===== src/sv/arpre_pkg.sv =====
// Shared types and constants of the ARP resolution engine.
package arpre_pkg;

    localparam logic [1:0] OP_SEND = 2'd0;
    localparam logic [1:0] OP_RECV = 2'd1;
    localparam logic [1:0] OP_TICK = 2'd2;

    localparam logic [1:0] FT_IPV4 = 2'd0;
    localparam logic [1:0] FT_ARP  = 2'd1;

    localparam logic [2:0] KIND_FRAME   = 3'd0;
    localparam logic [2:0] KIND_REQUEST = 3'd1;
    localparam logic [2:0] KIND_REPLY   = 3'd2;
    localparam logic [2:0] KIND_DELIVER = 3'd3;
    localparam logic [2:0] KIND_DROP    = 3'd4;

    localparam logic [1:0] CFG_OWN_MAC  = 2'd0;
    localparam logic [1:0] CFG_OWN_IP   = 2'd1;
    localparam logic [1:0] CFG_LIFETIME = 2'd2;
    localparam logic [1:0] CFG_RETRY    = 2'd3;

    localparam logic [19:0] LIFETIME_RESET = 20'd30000;
    localparam logic [19:0] RETRY_RESET    = 20'd5000;
    localparam logic [47:0] BCAST_MAC      = 48'hFFFF_FFFF_FFFF;

    typedef struct packed {
        logic [1:0]  operation;
        logic [31:0] hop_addr;
        logic [15:0] datagram_tag;
        logic [47:0] frame_dst_mac;
        logic [1:0]  frame_type;
        logic        payload_ok;
        logic        arp_is_request;
        logic [47:0] arp_sender_mac;
        logic [31:0] arp_sender_ip;
        logic [31:0] arp_target_ip;
        logic [15:0] elapsed_ms;
    } arpre_in_t;

    typedef struct packed {
        logic [2:0]  kind;
        logic [47:0] out_mac;
        logic [31:0] out_ip;
        logic [15:0] out_tag;
        logic        last;
    } arpre_out_t;

    typedef struct packed {
        logic [47:0] own_mac;
        logic [31:0] own_ip;
        logic [19:0] entry_lifetime_ms;
        logic [19:0] retry_interval_ms;
    } arpre_cfg_t;

endpackage


===== src/sv/arpre_obuf.sv =====
// Output register that decouples the engine from the result channel.
module arpre_obuf import arpre_pkg::*; (
    input  logic       aclk,
    input  logic       aresetn,
    input  logic       in_valid,
    output logic       in_ready,
    input  arpre_out_t in_data,
    output logic       m_valid,
    input  logic       m_ready,
    output arpre_out_t m_data
);

    logic       m_valid_reg;
    arpre_out_t m_data_reg;

    assign in_ready = !m_valid_reg || m_ready;
    assign m_valid  = m_valid_reg;
    assign m_data   = m_data_reg;

    always_ff @(posedge aclk) begin
        if (!aresetn) begin
            m_valid_reg <= 1'b0;
        end else if (in_ready) begin
            m_valid_reg <= in_valid;
        end
    end

    always_ff @(posedge aclk) begin
        if (in_ready && in_valid) begin
            m_data_reg <= in_data;
        end
    end

endmodule


===== src/sv/arpre_core.sv =====
// Sequencer that processes each transaction, scanning the mapping, request and waiting memories as its operation needs.
module arpre_core import arpre_pkg::*; #(
    parameter int MAP_ENTRIES  = 16,
    parameter int REQ_ENTRIES  = 8,
    parameter int WAIT_ENTRIES = 16
) (
    input  logic       aclk,
    input  logic       aresetn,
    input  arpre_cfg_t cfg,
    input  logic       s_valid,
    output logic       s_ready,
    input  arpre_in_t  s_data,
    output logic       ob_valid,
    input  logic       ob_ready,
    output arpre_out_t ob_data
);

    localparam int MAW  = (MAP_ENTRIES > 1) ? $clog2(MAP_ENTRIES) : 1;
    localparam int RAW  = (REQ_ENTRIES > 1) ? $clog2(REQ_ENTRIES) : 1;
    localparam int WAW  = (WAIT_ENTRIES > 1) ? $clog2(WAIT_ENTRIES) : 1;
    localparam int MAXN = (MAP_ENTRIES > REQ_ENTRIES) ?
        ((MAP_ENTRIES > WAIT_ENTRIES) ? MAP_ENTRIES : WAIT_ENTRIES) :
        ((REQ_ENTRIES > WAIT_ENTRIES) ? REQ_ENTRIES : WAIT_ENTRIES);
    localparam int CW   = $clog2(MAXN + 1);
    localparam int WCW  = $clog2(WAIT_ENTRIES + 1);

    typedef enum logic [3:0] {
        ST_IDLE, ST_DECODE, ST_MAP_SCAN, ST_LEARN_WR, ST_WAIT_SCAN,
        ST_SEND_WAIT, ST_REQ_SCAN, ST_SEND_REQ, ST_FINISH
    } state_t;

    typedef struct packed {
        logic [31:0] ip;
        logic [47:0] mac;
        logic [31:0] stamp;
    } map_word_t;

    typedef struct packed {
        logic [31:0] ip;
        logic [31:0] stamp;
    } req_word_t;

    typedef struct packed {
        logic [31:0] ip;
        logic [15:0] tag;
    } wait_word_t;

    state_t                  state_reg;
    arpre_in_t               item_reg;
    logic [31:0]             now_reg;
    logic [CW-1:0]           idx_reg;
    logic [WCW-1:0]          j_reg;
    logic [WCW-1:0]          wait_cnt_reg;
    logic [MAP_ENTRIES-1:0]  map_valid_reg;
    logic [REQ_ENTRIES-1:0]  req_valid_reg;
    logic                    hit_found_reg;
    logic [CW-1:0]           hit_idx_reg;
    logic                    free_found_reg;
    logic [CW-1:0]           free_idx_reg;
    logic [CW-1:0]           old_idx_reg;
    logic [31:0]             old_age_reg;
    logic                    pend_valid_reg;
    arpre_out_t              pend_reg;

    map_word_t  map_mem [MAP_ENTRIES];
    req_word_t  req_mem [REQ_ENTRIES];
    wait_word_t wait_mem [WAIT_ENTRIES];
    map_word_t  map_rd_reg;
    req_word_t  req_rd_reg;
    wait_word_t wait_rd_reg;

    logic           map_we, req_we, wait_we;
    logic [MAW-1:0] map_wa, map_ra;
    logic [RAW-1:0] req_wa, req_ra;
    logic [WAW-1:0] wait_wa, wait_ra;
    map_word_t      map_wd;
    req_word_t      req_wd;
    wait_word_t     wait_wd;

    logic        emit_req, can_emit, step;
    arpre_out_t  emit_res;
    logic [CW-1:0] idx_inc;
    logic        map_last, req_last, wait_done, wait_full;
    logic        map_v, req_v, map_ip_hit, req_ip_hit;
    logic [31:0] map_age, req_age, scan_ip;
    logic        addr_ok, arp_good, dec_scan;
    logic [MAW-1:0] learn_slot;

    assign idx_inc   = idx_reg + 1'b1;
    assign map_last  = idx_reg == CW'(MAP_ENTRIES - 1);
    assign req_last  = idx_reg == CW'(REQ_ENTRIES - 1);
    assign wait_done = idx_reg >= CW'(wait_cnt_reg);
    assign wait_full = wait_cnt_reg == WCW'(WAIT_ENTRIES);
    assign map_v     = map_valid_reg[idx_reg[MAW-1:0]];
    assign req_v     = req_valid_reg[idx_reg[RAW-1:0]];
    assign map_age   = now_reg - map_rd_reg.stamp;
    assign req_age   = now_reg - req_rd_reg.stamp;
    // Sends look up the next hop, receives look up the ARP sender.
    assign scan_ip    = (item_reg.operation == OP_SEND) ? item_reg.hop_addr
                                                        : item_reg.arp_sender_ip;
    assign map_ip_hit = map_v && (map_rd_reg.ip == scan_ip);
    assign req_ip_hit = req_v && (req_rd_reg.ip == scan_ip);
    assign addr_ok    = (item_reg.frame_dst_mac == cfg.own_mac) ||
                        (item_reg.frame_dst_mac == BCAST_MAC);
    assign arp_good   = addr_ok && (item_reg.frame_type == FT_ARP) && item_reg.payload_ok;
    assign dec_scan   = (item_reg.operation == OP_SEND) || (item_reg.operation == OP_TICK) ||
                        ((item_reg.operation == OP_RECV) && arp_good);
    assign learn_slot = hit_found_reg ? hit_idx_reg[MAW-1:0] :
                        free_found_reg ? free_idx_reg[MAW-1:0] : old_idx_reg[MAW-1:0];

    // A result is held back until the next result or the finish, so the final one can carry the last flag.
    assign can_emit = !pend_valid_reg || ob_ready;
    assign step     = !emit_req || can_emit;
    assign s_ready  = state_reg == ST_IDLE;
    assign ob_valid = pend_valid_reg && (emit_req || state_reg == ST_FINISH);

    always_comb begin
        ob_data      = pend_reg;
        ob_data.last = state_reg == ST_FINISH;
    end

    // Read addresses run one entry ahead of the entry being processed.
    always_comb begin
        map_ra  = '0;
        req_ra  = '0;
        wait_ra = '0;
        if (state_reg == ST_MAP_SCAN) begin
            map_ra = step ? idx_inc[MAW-1:0] : idx_reg[MAW-1:0];
        end
        if (state_reg == ST_REQ_SCAN) begin
            req_ra = step ? idx_inc[RAW-1:0] : idx_reg[RAW-1:0];
        end
        if (state_reg == ST_WAIT_SCAN) begin
            wait_ra = (step && !wait_done) ? idx_inc[WAW-1:0] : idx_reg[WAW-1:0];
        end
    end

    always_comb begin
        emit_req = 1'b0;
        emit_res = '0;
        map_we   = 1'b0;
        map_wa   = learn_slot;
        map_wd   = '{ip: item_reg.arp_sender_ip, mac: item_reg.arp_sender_mac, stamp: now_reg};
        req_we   = 1'b0;
        req_wa   = idx_reg[RAW-1:0];
        req_wd   = '{ip: req_rd_reg.ip, stamp: now_reg};
        wait_we  = 1'b0;
        wait_wa  = j_reg[WAW-1:0];
        wait_wd  = wait_rd_reg;
        unique case (state_reg)
            ST_DECODE: begin
                if (item_reg.operation == OP_RECV && addr_ok && item_reg.payload_ok) begin
                    if (item_reg.frame_type == FT_IPV4) begin
                        emit_req      = 1'b1;
                        emit_res.kind = KIND_DELIVER;
                    end else if (item_reg.frame_type == FT_ARP && item_reg.arp_is_request &&
                                 item_reg.arp_target_ip == cfg.own_ip) begin
                        emit_req         = 1'b1;
                        emit_res.kind    = KIND_REPLY;
                        emit_res.out_mac = item_reg.arp_sender_mac;
                        emit_res.out_ip  = item_reg.arp_sender_ip;
                    end
                end
            end
            ST_MAP_SCAN: begin
                if (item_reg.operation == OP_SEND && map_ip_hit) begin
                    emit_req         = 1'b1;
                    emit_res.kind    = KIND_FRAME;
                    emit_res.out_mac = map_rd_reg.mac;
                    emit_res.out_tag = item_reg.datagram_tag;
                end
            end
            ST_LEARN_WR: begin
                map_we = 1'b1;
            end
            ST_WAIT_SCAN: begin
                if (!wait_done) begin
                    if (wait_rd_reg.ip == item_reg.arp_sender_ip) begin
                        emit_req         = 1'b1;
                        emit_res.kind    = KIND_FRAME;
                        emit_res.out_mac = item_reg.arp_sender_mac;
                        emit_res.out_tag = wait_rd_reg.tag;
                    end else begin
                        wait_we = 1'b1;
                    end
                end
            end
            ST_SEND_WAIT: begin
                if (wait_full) begin
                    emit_req         = 1'b1;
                    emit_res.kind    = KIND_DROP;
                    emit_res.out_tag = item_reg.datagram_tag;
                end else begin
                    wait_we = 1'b1;
                    wait_wa = wait_cnt_reg[WAW-1:0];
                    wait_wd = '{ip: item_reg.hop_addr, tag: item_reg.datagram_tag};
                end
            end
            ST_REQ_SCAN: begin
                if (item_reg.operation == OP_TICK && req_v &&
                    req_age >= 32'(cfg.retry_interval_ms)) begin
                    emit_req         = 1'b1;
                    emit_res.kind    = KIND_REQUEST;
                    emit_res.out_mac = BCAST_MAC;
                    emit_res.out_ip  = req_rd_reg.ip;
                    req_we           = can_emit;
                end
            end
            ST_SEND_REQ: begin
                if (!hit_found_reg) begin
                    emit_req         = 1'b1;
                    emit_res.kind    = KIND_REQUEST;
                    emit_res.out_mac = BCAST_MAC;
                    emit_res.out_ip  = item_reg.hop_addr;
                    req_we           = free_found_reg && can_emit;
                    req_wa           = free_idx_reg[RAW-1:0];
                    req_wd           = '{ip: item_reg.hop_addr, stamp: now_reg};
                end
            end
            default: begin
            end
        endcase
    end

    always_ff @(posedge aclk) begin
        if (map_we) begin
            map_mem[map_wa] <= map_wd;
        end
        map_rd_reg <= map_mem[map_ra];
    end

    always_ff @(posedge aclk) begin
        if (req_we) begin
            req_mem[req_wa] <= req_wd;
        end
        req_rd_reg <= req_mem[req_ra];
    end

    always_ff @(posedge aclk) begin
        if (wait_we) begin
            wait_mem[wait_wa] <= wait_wd;
        end
        wait_rd_reg <= wait_mem[wait_ra];
    end

    always_ff @(posedge aclk) begin
        if (!aresetn) begin
            state_reg      <= ST_IDLE;
            now_reg        <= '0;
            wait_cnt_reg   <= '0;
            map_valid_reg  <= '0;
            req_valid_reg  <= '0;
            pend_valid_reg <= 1'b0;
            idx_reg        <= '0;
            j_reg          <= '0;
            hit_found_reg  <= 1'b0;
            free_found_reg <= 1'b0;
        end else begin
            unique case (state_reg)
                ST_IDLE: begin
                    if (s_valid) begin
                        item_reg  <= s_data;
                        state_reg <= ST_DECODE;
                    end
                end
                ST_DECODE: begin
                    idx_reg        <= '0;
                    hit_found_reg  <= 1'b0;
                    free_found_reg <= 1'b0;
                    if (step) begin
                        if (item_reg.operation == OP_TICK) begin
                            now_reg <= now_reg + 32'(item_reg.elapsed_ms);
                        end
                        state_reg <= dec_scan ? ST_MAP_SCAN : ST_FINISH;
                    end
                end
                ST_MAP_SCAN: begin
                    if (step) begin
                        idx_reg <= map_last ? '0 : idx_inc;
                        if (item_reg.operation == OP_SEND) begin
                            if (map_ip_hit) begin
                                state_reg <= ST_FINISH;
                            end else if (map_last) begin
                                state_reg <= ST_SEND_WAIT;
                            end
                        end else if (item_reg.operation == OP_RECV) begin
                            if (map_ip_hit && !hit_found_reg) begin
                                hit_found_reg <= 1'b1;
                                hit_idx_reg   <= idx_reg;
                            end
                            if (!map_v && !free_found_reg) begin
                                free_found_reg <= 1'b1;
                                free_idx_reg   <= idx_reg;
                            end
                            // Oldest entry only matters when every entry is valid.
                            if (map_v && (idx_reg == '0 || map_age > old_age_reg)) begin
                                old_idx_reg <= idx_reg;
                                old_age_reg <= map_age;
                            end
                            if (map_last) begin
                                state_reg <= ST_LEARN_WR;
                            end
                        end else begin
                            if (map_v && map_age >= 32'(cfg.entry_lifetime_ms)) begin
                                map_valid_reg[idx_reg[MAW-1:0]] <= 1'b0;
                            end
                            if (map_last) begin
                                state_reg <= ST_REQ_SCAN;
                            end
                        end
                    end
                end
                ST_LEARN_WR: begin
                    map_valid_reg[learn_slot] <= 1'b1;
                    idx_reg        <= '0;
                    j_reg          <= '0;
                    hit_found_reg  <= 1'b0;
                    free_found_reg <= 1'b0;
                    state_reg      <= ST_WAIT_SCAN;
                end
                ST_WAIT_SCAN: begin
                    if (wait_done) begin
                        wait_cnt_reg <= j_reg;
                        idx_reg      <= '0;
                        state_reg    <= ST_REQ_SCAN;
                    end else if (step) begin
                        idx_reg <= idx_inc;
                        if (wait_we) begin
                            j_reg <= j_reg + 1'b1;
                        end
                    end
                end
                ST_SEND_WAIT: begin
                    if (step) begin
                        if (!wait_full) begin
                            wait_cnt_reg <= wait_cnt_reg + 1'b1;
                        end
                        idx_reg        <= '0;
                        hit_found_reg  <= 1'b0;
                        free_found_reg <= 1'b0;
                        state_reg      <= ST_REQ_SCAN;
                    end
                end
                ST_REQ_SCAN: begin
                    if (step) begin
                        idx_reg <= req_last ? '0 : idx_inc;
                        if (item_reg.operation == OP_SEND) begin
                            if (req_ip_hit) begin
                                hit_found_reg <= 1'b1;
                            end
                            if (!req_v && !free_found_reg) begin
                                free_found_reg <= 1'b1;
                                free_idx_reg   <= idx_reg;
                            end
                        end else if (item_reg.operation == OP_RECV) begin
                            if (req_ip_hit && !hit_found_reg) begin
                                hit_found_reg                   <= 1'b1;
                                req_valid_reg[idx_reg[RAW-1:0]] <= 1'b0;
                            end
                        end
                        if (req_last) begin
                            state_reg <= (item_reg.operation == OP_SEND) ? ST_SEND_REQ
                                                                         : ST_FINISH;
                        end
                    end
                end
                ST_SEND_REQ: begin
                    if (step) begin
                        if (req_we) begin
                            req_valid_reg[free_idx_reg[RAW-1:0]] <= 1'b1;
                        end
                        state_reg <= ST_FINISH;
                    end
                end
                ST_FINISH: begin
                    if (!pend_valid_reg || ob_ready) begin
                        state_reg <= ST_IDLE;
                    end
                end
                default: begin
                    state_reg <= ST_IDLE;
                end
            endcase

            if (emit_req && can_emit) begin
                pend_valid_reg <= 1'b1;
            end else if (state_reg == ST_FINISH && ob_ready) begin
                pend_valid_reg <= 1'b0;
            end
        end
    end

    always_ff @(posedge aclk) begin
        if (emit_req && can_emit) begin
            pend_reg <= emit_res;
        end
    end

    a_wait_bound: assert property (@(posedge aclk) disable iff (!aresetn)
        wait_cnt_reg <= WCW'(WAIT_ENTRIES))
        else $error("waiting queue count exceeds its depth");

    a_idle_no_pend: assert property (@(posedge aclk) disable iff (!aresetn)
        s_ready |-> !pend_valid_reg)
        else $error("result still held while a new transaction is accepted");

    a_last_only_at_end: assert property (@(posedge aclk) disable iff (!aresetn)
        (ob_valid && state_reg != ST_FINISH) |-> !ob_data.last)
        else $error("last flag set before the transaction finished");

    a_compact_order: assert property (@(posedge aclk) disable iff (!aresetn)
        (state_reg == ST_WAIT_SCAN) |-> (CW'(j_reg) <= idx_reg))
        else $error("waiting queue write index overtook the read index");

endmodule


===== src/sv/arp_resolution_engine_top.sv =====
// Top level of the ARP resolution engine: configuration registers, engine and output register.
//
//   port group   direction  handshake              payload
//   s_*          in         s_valid / s_ready      arpre_in_t  (send, receive, tick)
//   m_*          out        m_valid / m_ready      arpre_out_t (frames, requests, replies, delivers, drops)
//   cfg_*        in         cfg_valid / cfg_ready  cfg_index, cfg_data
//
// A send scans the mapping and request memories entry by entry, an ARP receive also
// walks the queued tags between them, and a tick scans the mapping and request memories.
// Reset is synchronous, clears valid bits, counts and the clock, and loads the configuration defaults.
// A stalled result channel holds the scan in place until the result is taken.
module arp_resolution_engine_top import arpre_pkg::*; #(
    parameter int MAP_ENTRIES  = 16,
    parameter int REQ_ENTRIES  = 8,
    parameter int WAIT_ENTRIES = 16
) (
    input  logic        aclk,
    input  logic        aresetn,
    input  logic        s_valid,
    output logic        s_ready,
    input  arpre_in_t   s_data,
    output logic        m_valid,
    input  logic        m_ready,
    output arpre_out_t  m_data,
    input  logic        cfg_valid,
    output logic        cfg_ready,
    input  logic [1:0]  cfg_index,
    input  logic [47:0] cfg_data
);

    arpre_cfg_t cfg_reg;
    logic       ob_valid, ob_ready;
    arpre_out_t ob_data;

    assign cfg_ready = 1'b1;

    always_ff @(posedge aclk) begin
        if (!aresetn) begin
            cfg_reg.own_mac           <= '0;
            cfg_reg.own_ip            <= '0;
            cfg_reg.entry_lifetime_ms <= LIFETIME_RESET;
            cfg_reg.retry_interval_ms <= RETRY_RESET;
        end else if (cfg_valid) begin
            unique case (cfg_index)
                CFG_OWN_MAC:  cfg_reg.own_mac           <= cfg_data;
                CFG_OWN_IP:   cfg_reg.own_ip            <= cfg_data[31:0];
                CFG_LIFETIME: cfg_reg.entry_lifetime_ms <= cfg_data[19:0];
                CFG_RETRY:    cfg_reg.retry_interval_ms <= cfg_data[19:0];
            endcase
        end
    end

    arpre_core #(
        .MAP_ENTRIES (MAP_ENTRIES),
        .REQ_ENTRIES (REQ_ENTRIES),
        .WAIT_ENTRIES(WAIT_ENTRIES)
    ) u_core (
        .aclk    (aclk),
        .aresetn (aresetn),
        .cfg     (cfg_reg),
        .s_valid (s_valid),
        .s_ready (s_ready),
        .s_data  (s_data),
        .ob_valid(ob_valid),
        .ob_ready(ob_ready),
        .ob_data (ob_data)
    );

    arpre_obuf u_obuf (
        .aclk    (aclk),
        .aresetn (aresetn),
        .in_valid(ob_valid),
        .in_ready(ob_ready),
        .in_data (ob_data),
        .m_valid (m_valid),
        .m_ready (m_ready),
        .m_data  (m_data)
    );

endmodule

===== config.mk =====
export PLATFORM = sky130hd
export DESIGN_NAME = arp_resolution_engine_top
export DESIGN_NICKNAME = d
export VERILOG_FILES = /design/src/sv/arpre_pkg.sv /design/src/sv/arpre_obuf.sv /design/src/sv/arpre_core.sv /design/src/sv/arp_resolution_engine_top.sv
export SDC_FILE = /design/constraint.sdc
export NUM_CORES = 2
export LEC_CHECK = 0
export CORE_ASPECT_RATIO = 1.2
export CORE_MARGIN = 3
export CORE_UTILIZATION = 54
export DETAILED_ROUTE_END_ITERATION = 10
export DONT_BUFFER_PORTS = 1
export PLACE_DENSITY = 0.69
export SYNTH_ARGS = -nofsm -noshare
export SYNTH_HDL_FRONTEND = slang
export SYNTH_SLANG_ARGS = --single-unit

===== constraint.sdc =====
create_clock -name aclk -period 15.4 [get_ports aclk]
set_input_delay 0.77 -clock aclk [delete_from_list [all_inputs] [get_ports aclk]]
set_output_delay 0.77 -clock aclk [all_outputs]
set_load 0.02 [all_outputs]

==> impl_results.md <==
* Run status: finished, final reports clean
* DRT antenna net count at 0
* Sequential fraction of the synthesis area at 72.50%
* Detailed-placement wirelength estimate at 250.8 mm
* EDFF count, synth at 3,545
* Regs by FF count: u_core.map_mem: 1792 flops, u_core.wait_mem: 768 flops, u_core.req_mem: 512 flops
* Post-synthesis cell area at 158,500 um^2
* Num Clock Sinks at slightly below 4,000
* Worst slew pin tran at between 1 and 1.5 ns
* Initial DRC Count at between 10,000 and 15,000
* Max FFs per register at 1,792
* CTS tree: built
* Worst Setup End Kind: register
* First-pass GRT wire length at between 600 and 700 mm
* Final wirelength at around 480 mm
* Total power at 25.11 mW
* Synth top area share at between 60 and 70%
* CTS Root Buffer Type: clkbuf_16
* Drt drc at 0
* Fmax at slightly above 100 MHz
* Postcts setup bufs at 0
* Cell Area, Placed at approximately 160,000 um^2
* I/O pin cnt at just under 400
* Tightest Hold Check Type: in -> reg
* RSZ-0062 raised after global routing: no
* Global Route Usage Sum at between 30% and 40%
* Clock Latency Late Sink at about 0.98 ns
* Initial Utilization at ~54%
* Avg Inst Size Synth at between 10 and 15 um^2
* Post-Place Setup Slack at 5.830 ns
* CP required at around 16 ns
* Post-route setup TNS at 0 ns
* CTS Buf Count at around 380
* Largest net degree at the start of global routing at roughly 210
* Layout cells sized above 1 at under 10%
* WS Path Type: reg -> reg
* P_leak at a little over 60 nW
* Final max-slew violation count at 0
* Count of final hold-check violations at 0
* IO buf count at 0
* Minimum clock period at about 9.7 ns
* Htree depth at 5
* Yosys warns at 0
* Library cells used by synthesis at 90
* Biggest register: u_core.map_mem
* Non-filler cells, final at roughly 16,000
* Syn_nets at roughly 12,000
* Core area at 291,600 um^2
* Cells after synthesis at 11,120
* Layout Utilization at approximately three fifths
* Relative slew slack at 14.84%
* GPL Wtd Cong at around 0.92
* Post_cts resized at 0
* Slowest stage delay, CP at 0.92 ns
* Largest cells by area after synthesis: edfxtp_1 (67%), dfxtp_1 (5.3%), nand2_1 (3.0%)
* Critical path's slowest cell: buf_4
* Wirelength per Cell at between 30 and 40 um
* Setup Viol. Count Final at 0
* Part of the cycle the worst path needs at a little over three fifths
* Area growth, synth to finish at 12.54%
* Placed insts at ~14,000
* Vias in the first global route at slightly below 100k
* Worst hold margin at around 0.042 ns
* Filler Cells Inserted at between 20,000 and 25,000
* Buf/Inv on CP at 4
* Fin worst setup slack at approximately 5.7 ns
* Largest delay share family, worst path: compound AO/OA/AOI/OAI gates
* Max-cap violations at 0
* Synthesized flop and latch total at between 3,000 and 4,000
* Via Count at 101,600
* Die X at about 500 um
* Die area at about 300,000 um^2
* Maximum buffer depth of the clock tree at 4
* FFs w/ async S/R, synth at 0%
* Post-route cell area at approximately 180,000 um^2
* Hold-fix buffers, CTS at around 290
* Final #Nets at between 10,000 and 15,000
* Number of iterations in the first detailed-routing pass at 6
* R2R setup slack at approximately 5.7 ns
* Setup crit start kind: register
* Grt ovf at 0
* Area leader, netlist: edfxtp_1
* CP arrival at roughly 11 ns
* Antenna violations before repair at 54
* Setup Skew at 0.1388 ns
* Clock-pin slew on the worst setup and hold paths at ~0.060 ns
* # rows at ~220
* Vias per Instance at between 6 and 7
* Die Ht at about 600 um
* Synth Flop Type: edfxtp_1
* Max IR drop VDD at roughly 0.18 mV
* Power Dens Cells at around 140 nW/um^2
* Critical path fanouts, max at between 40 and 50
[worst register-to-register path: cells and delay by family (launching register included)]
| family | cells | cell delay [ns] |
|---|---|---|
| compound gates | 13 | 3.76 |
| buf+inv | 4 | 2.21 |
| simple gates | 8 | 1.94 |
| fa+ha+maj | 3 | 0.93 |
| flops | 1 | 0.63 |
| xor+xnor | 1 | 0.15 |
[placed cells by master, fill, tap and decap left out, types with 211 or more instances in the layout]
master            n
edfxtp_1       3545
nand2_1        1256
o21ai_0         564
clkbuf_16       387
and3_1          212
mux2i_1         446
dfxtp_1         423
dlygate4sd3_1   285
a21oi_1         569
nor2_1          363
or3_1           406
buf_4           211
[layer usage]
metal	vias to the layer above	global-route usage [%]	share of wire, %
met5	-	0	0.026
met1	51040	39.77	36
li1	43080	-	-
met3	1256	6.564	11
met2	6166	49.06	47
met4	18	16.96	6.1
[path summary, 6_finish.rpt]
check                      from               endpoint  cells past startpoint
min reg2reg  u_core.ob_data[29]      u_obuf.m_data[29]                      0
max reg2reg   u_core.now_reg[0]  u_core.map_rd_reg[11]                     29
min                 cfg_data[0]             cfg_reg[0]                      2
max           u_core.now_reg[0]  u_core.map_rd_reg[11]                     29
[layout make-up]
| cell class | count | area (um^2) | share of cell area, % |
|---|---|---|---|
| inverters | 201 | 757.0 | 0.4243 |
| multi-input cells | 6227 | 40420 | 22.66 |
| repair buffers | 512 | 4757 | 2.667 |
| flip-flops and latches | 3968 | 114900 | 64.42 |
| clock inverters | 207 | 2212 | 1.240 |
| diodes | 59 | 147.6 | 0.08276 |
| well taps | 3832 | 4795 | 2.688 |
| clock buffers | 498 | 10380 | 5.819 |
[cell usage after synthesis (all sizes together) (90+ instances only)]
master  number
dfxtp      423
nor3       120
a21oi      571
edfxtp    3545
nor2       409
xnor2      131
o211ai     180
ha         164
o221ai     154
mux2i      449
nand2     1261
buf        249
o22ai      105
a31oi      104
or3        406
a211oi     201
inv        201
a211o      106
o311ai      90
clkbuf     473
xor2       121
o21ai      580
and3       213
[kinds of logic after synthesis]
logic type,count (synthesis),share of synthesized area [%]
AOI/OAI and AO/OA,2522,10.78
xor gates and xnor gates,252,1.409
adders and majority gates,167,1.332
buffers and inverters,923,2.421
DFF,3968,72.50
muxes,519,3.344
other,1,0.002366
and+or+nand+nor,2766,8.215
[power by group]
group	internal (mW)	total (mW)	switching (mW)
clock	5.38	9.45	4.07
combinational	0.900	3.20	2.30
sequential	12.1	12.5	0.350
total	18.4	25.1	6.71
No activity file was read; power rests on OpenSTA's default activity.
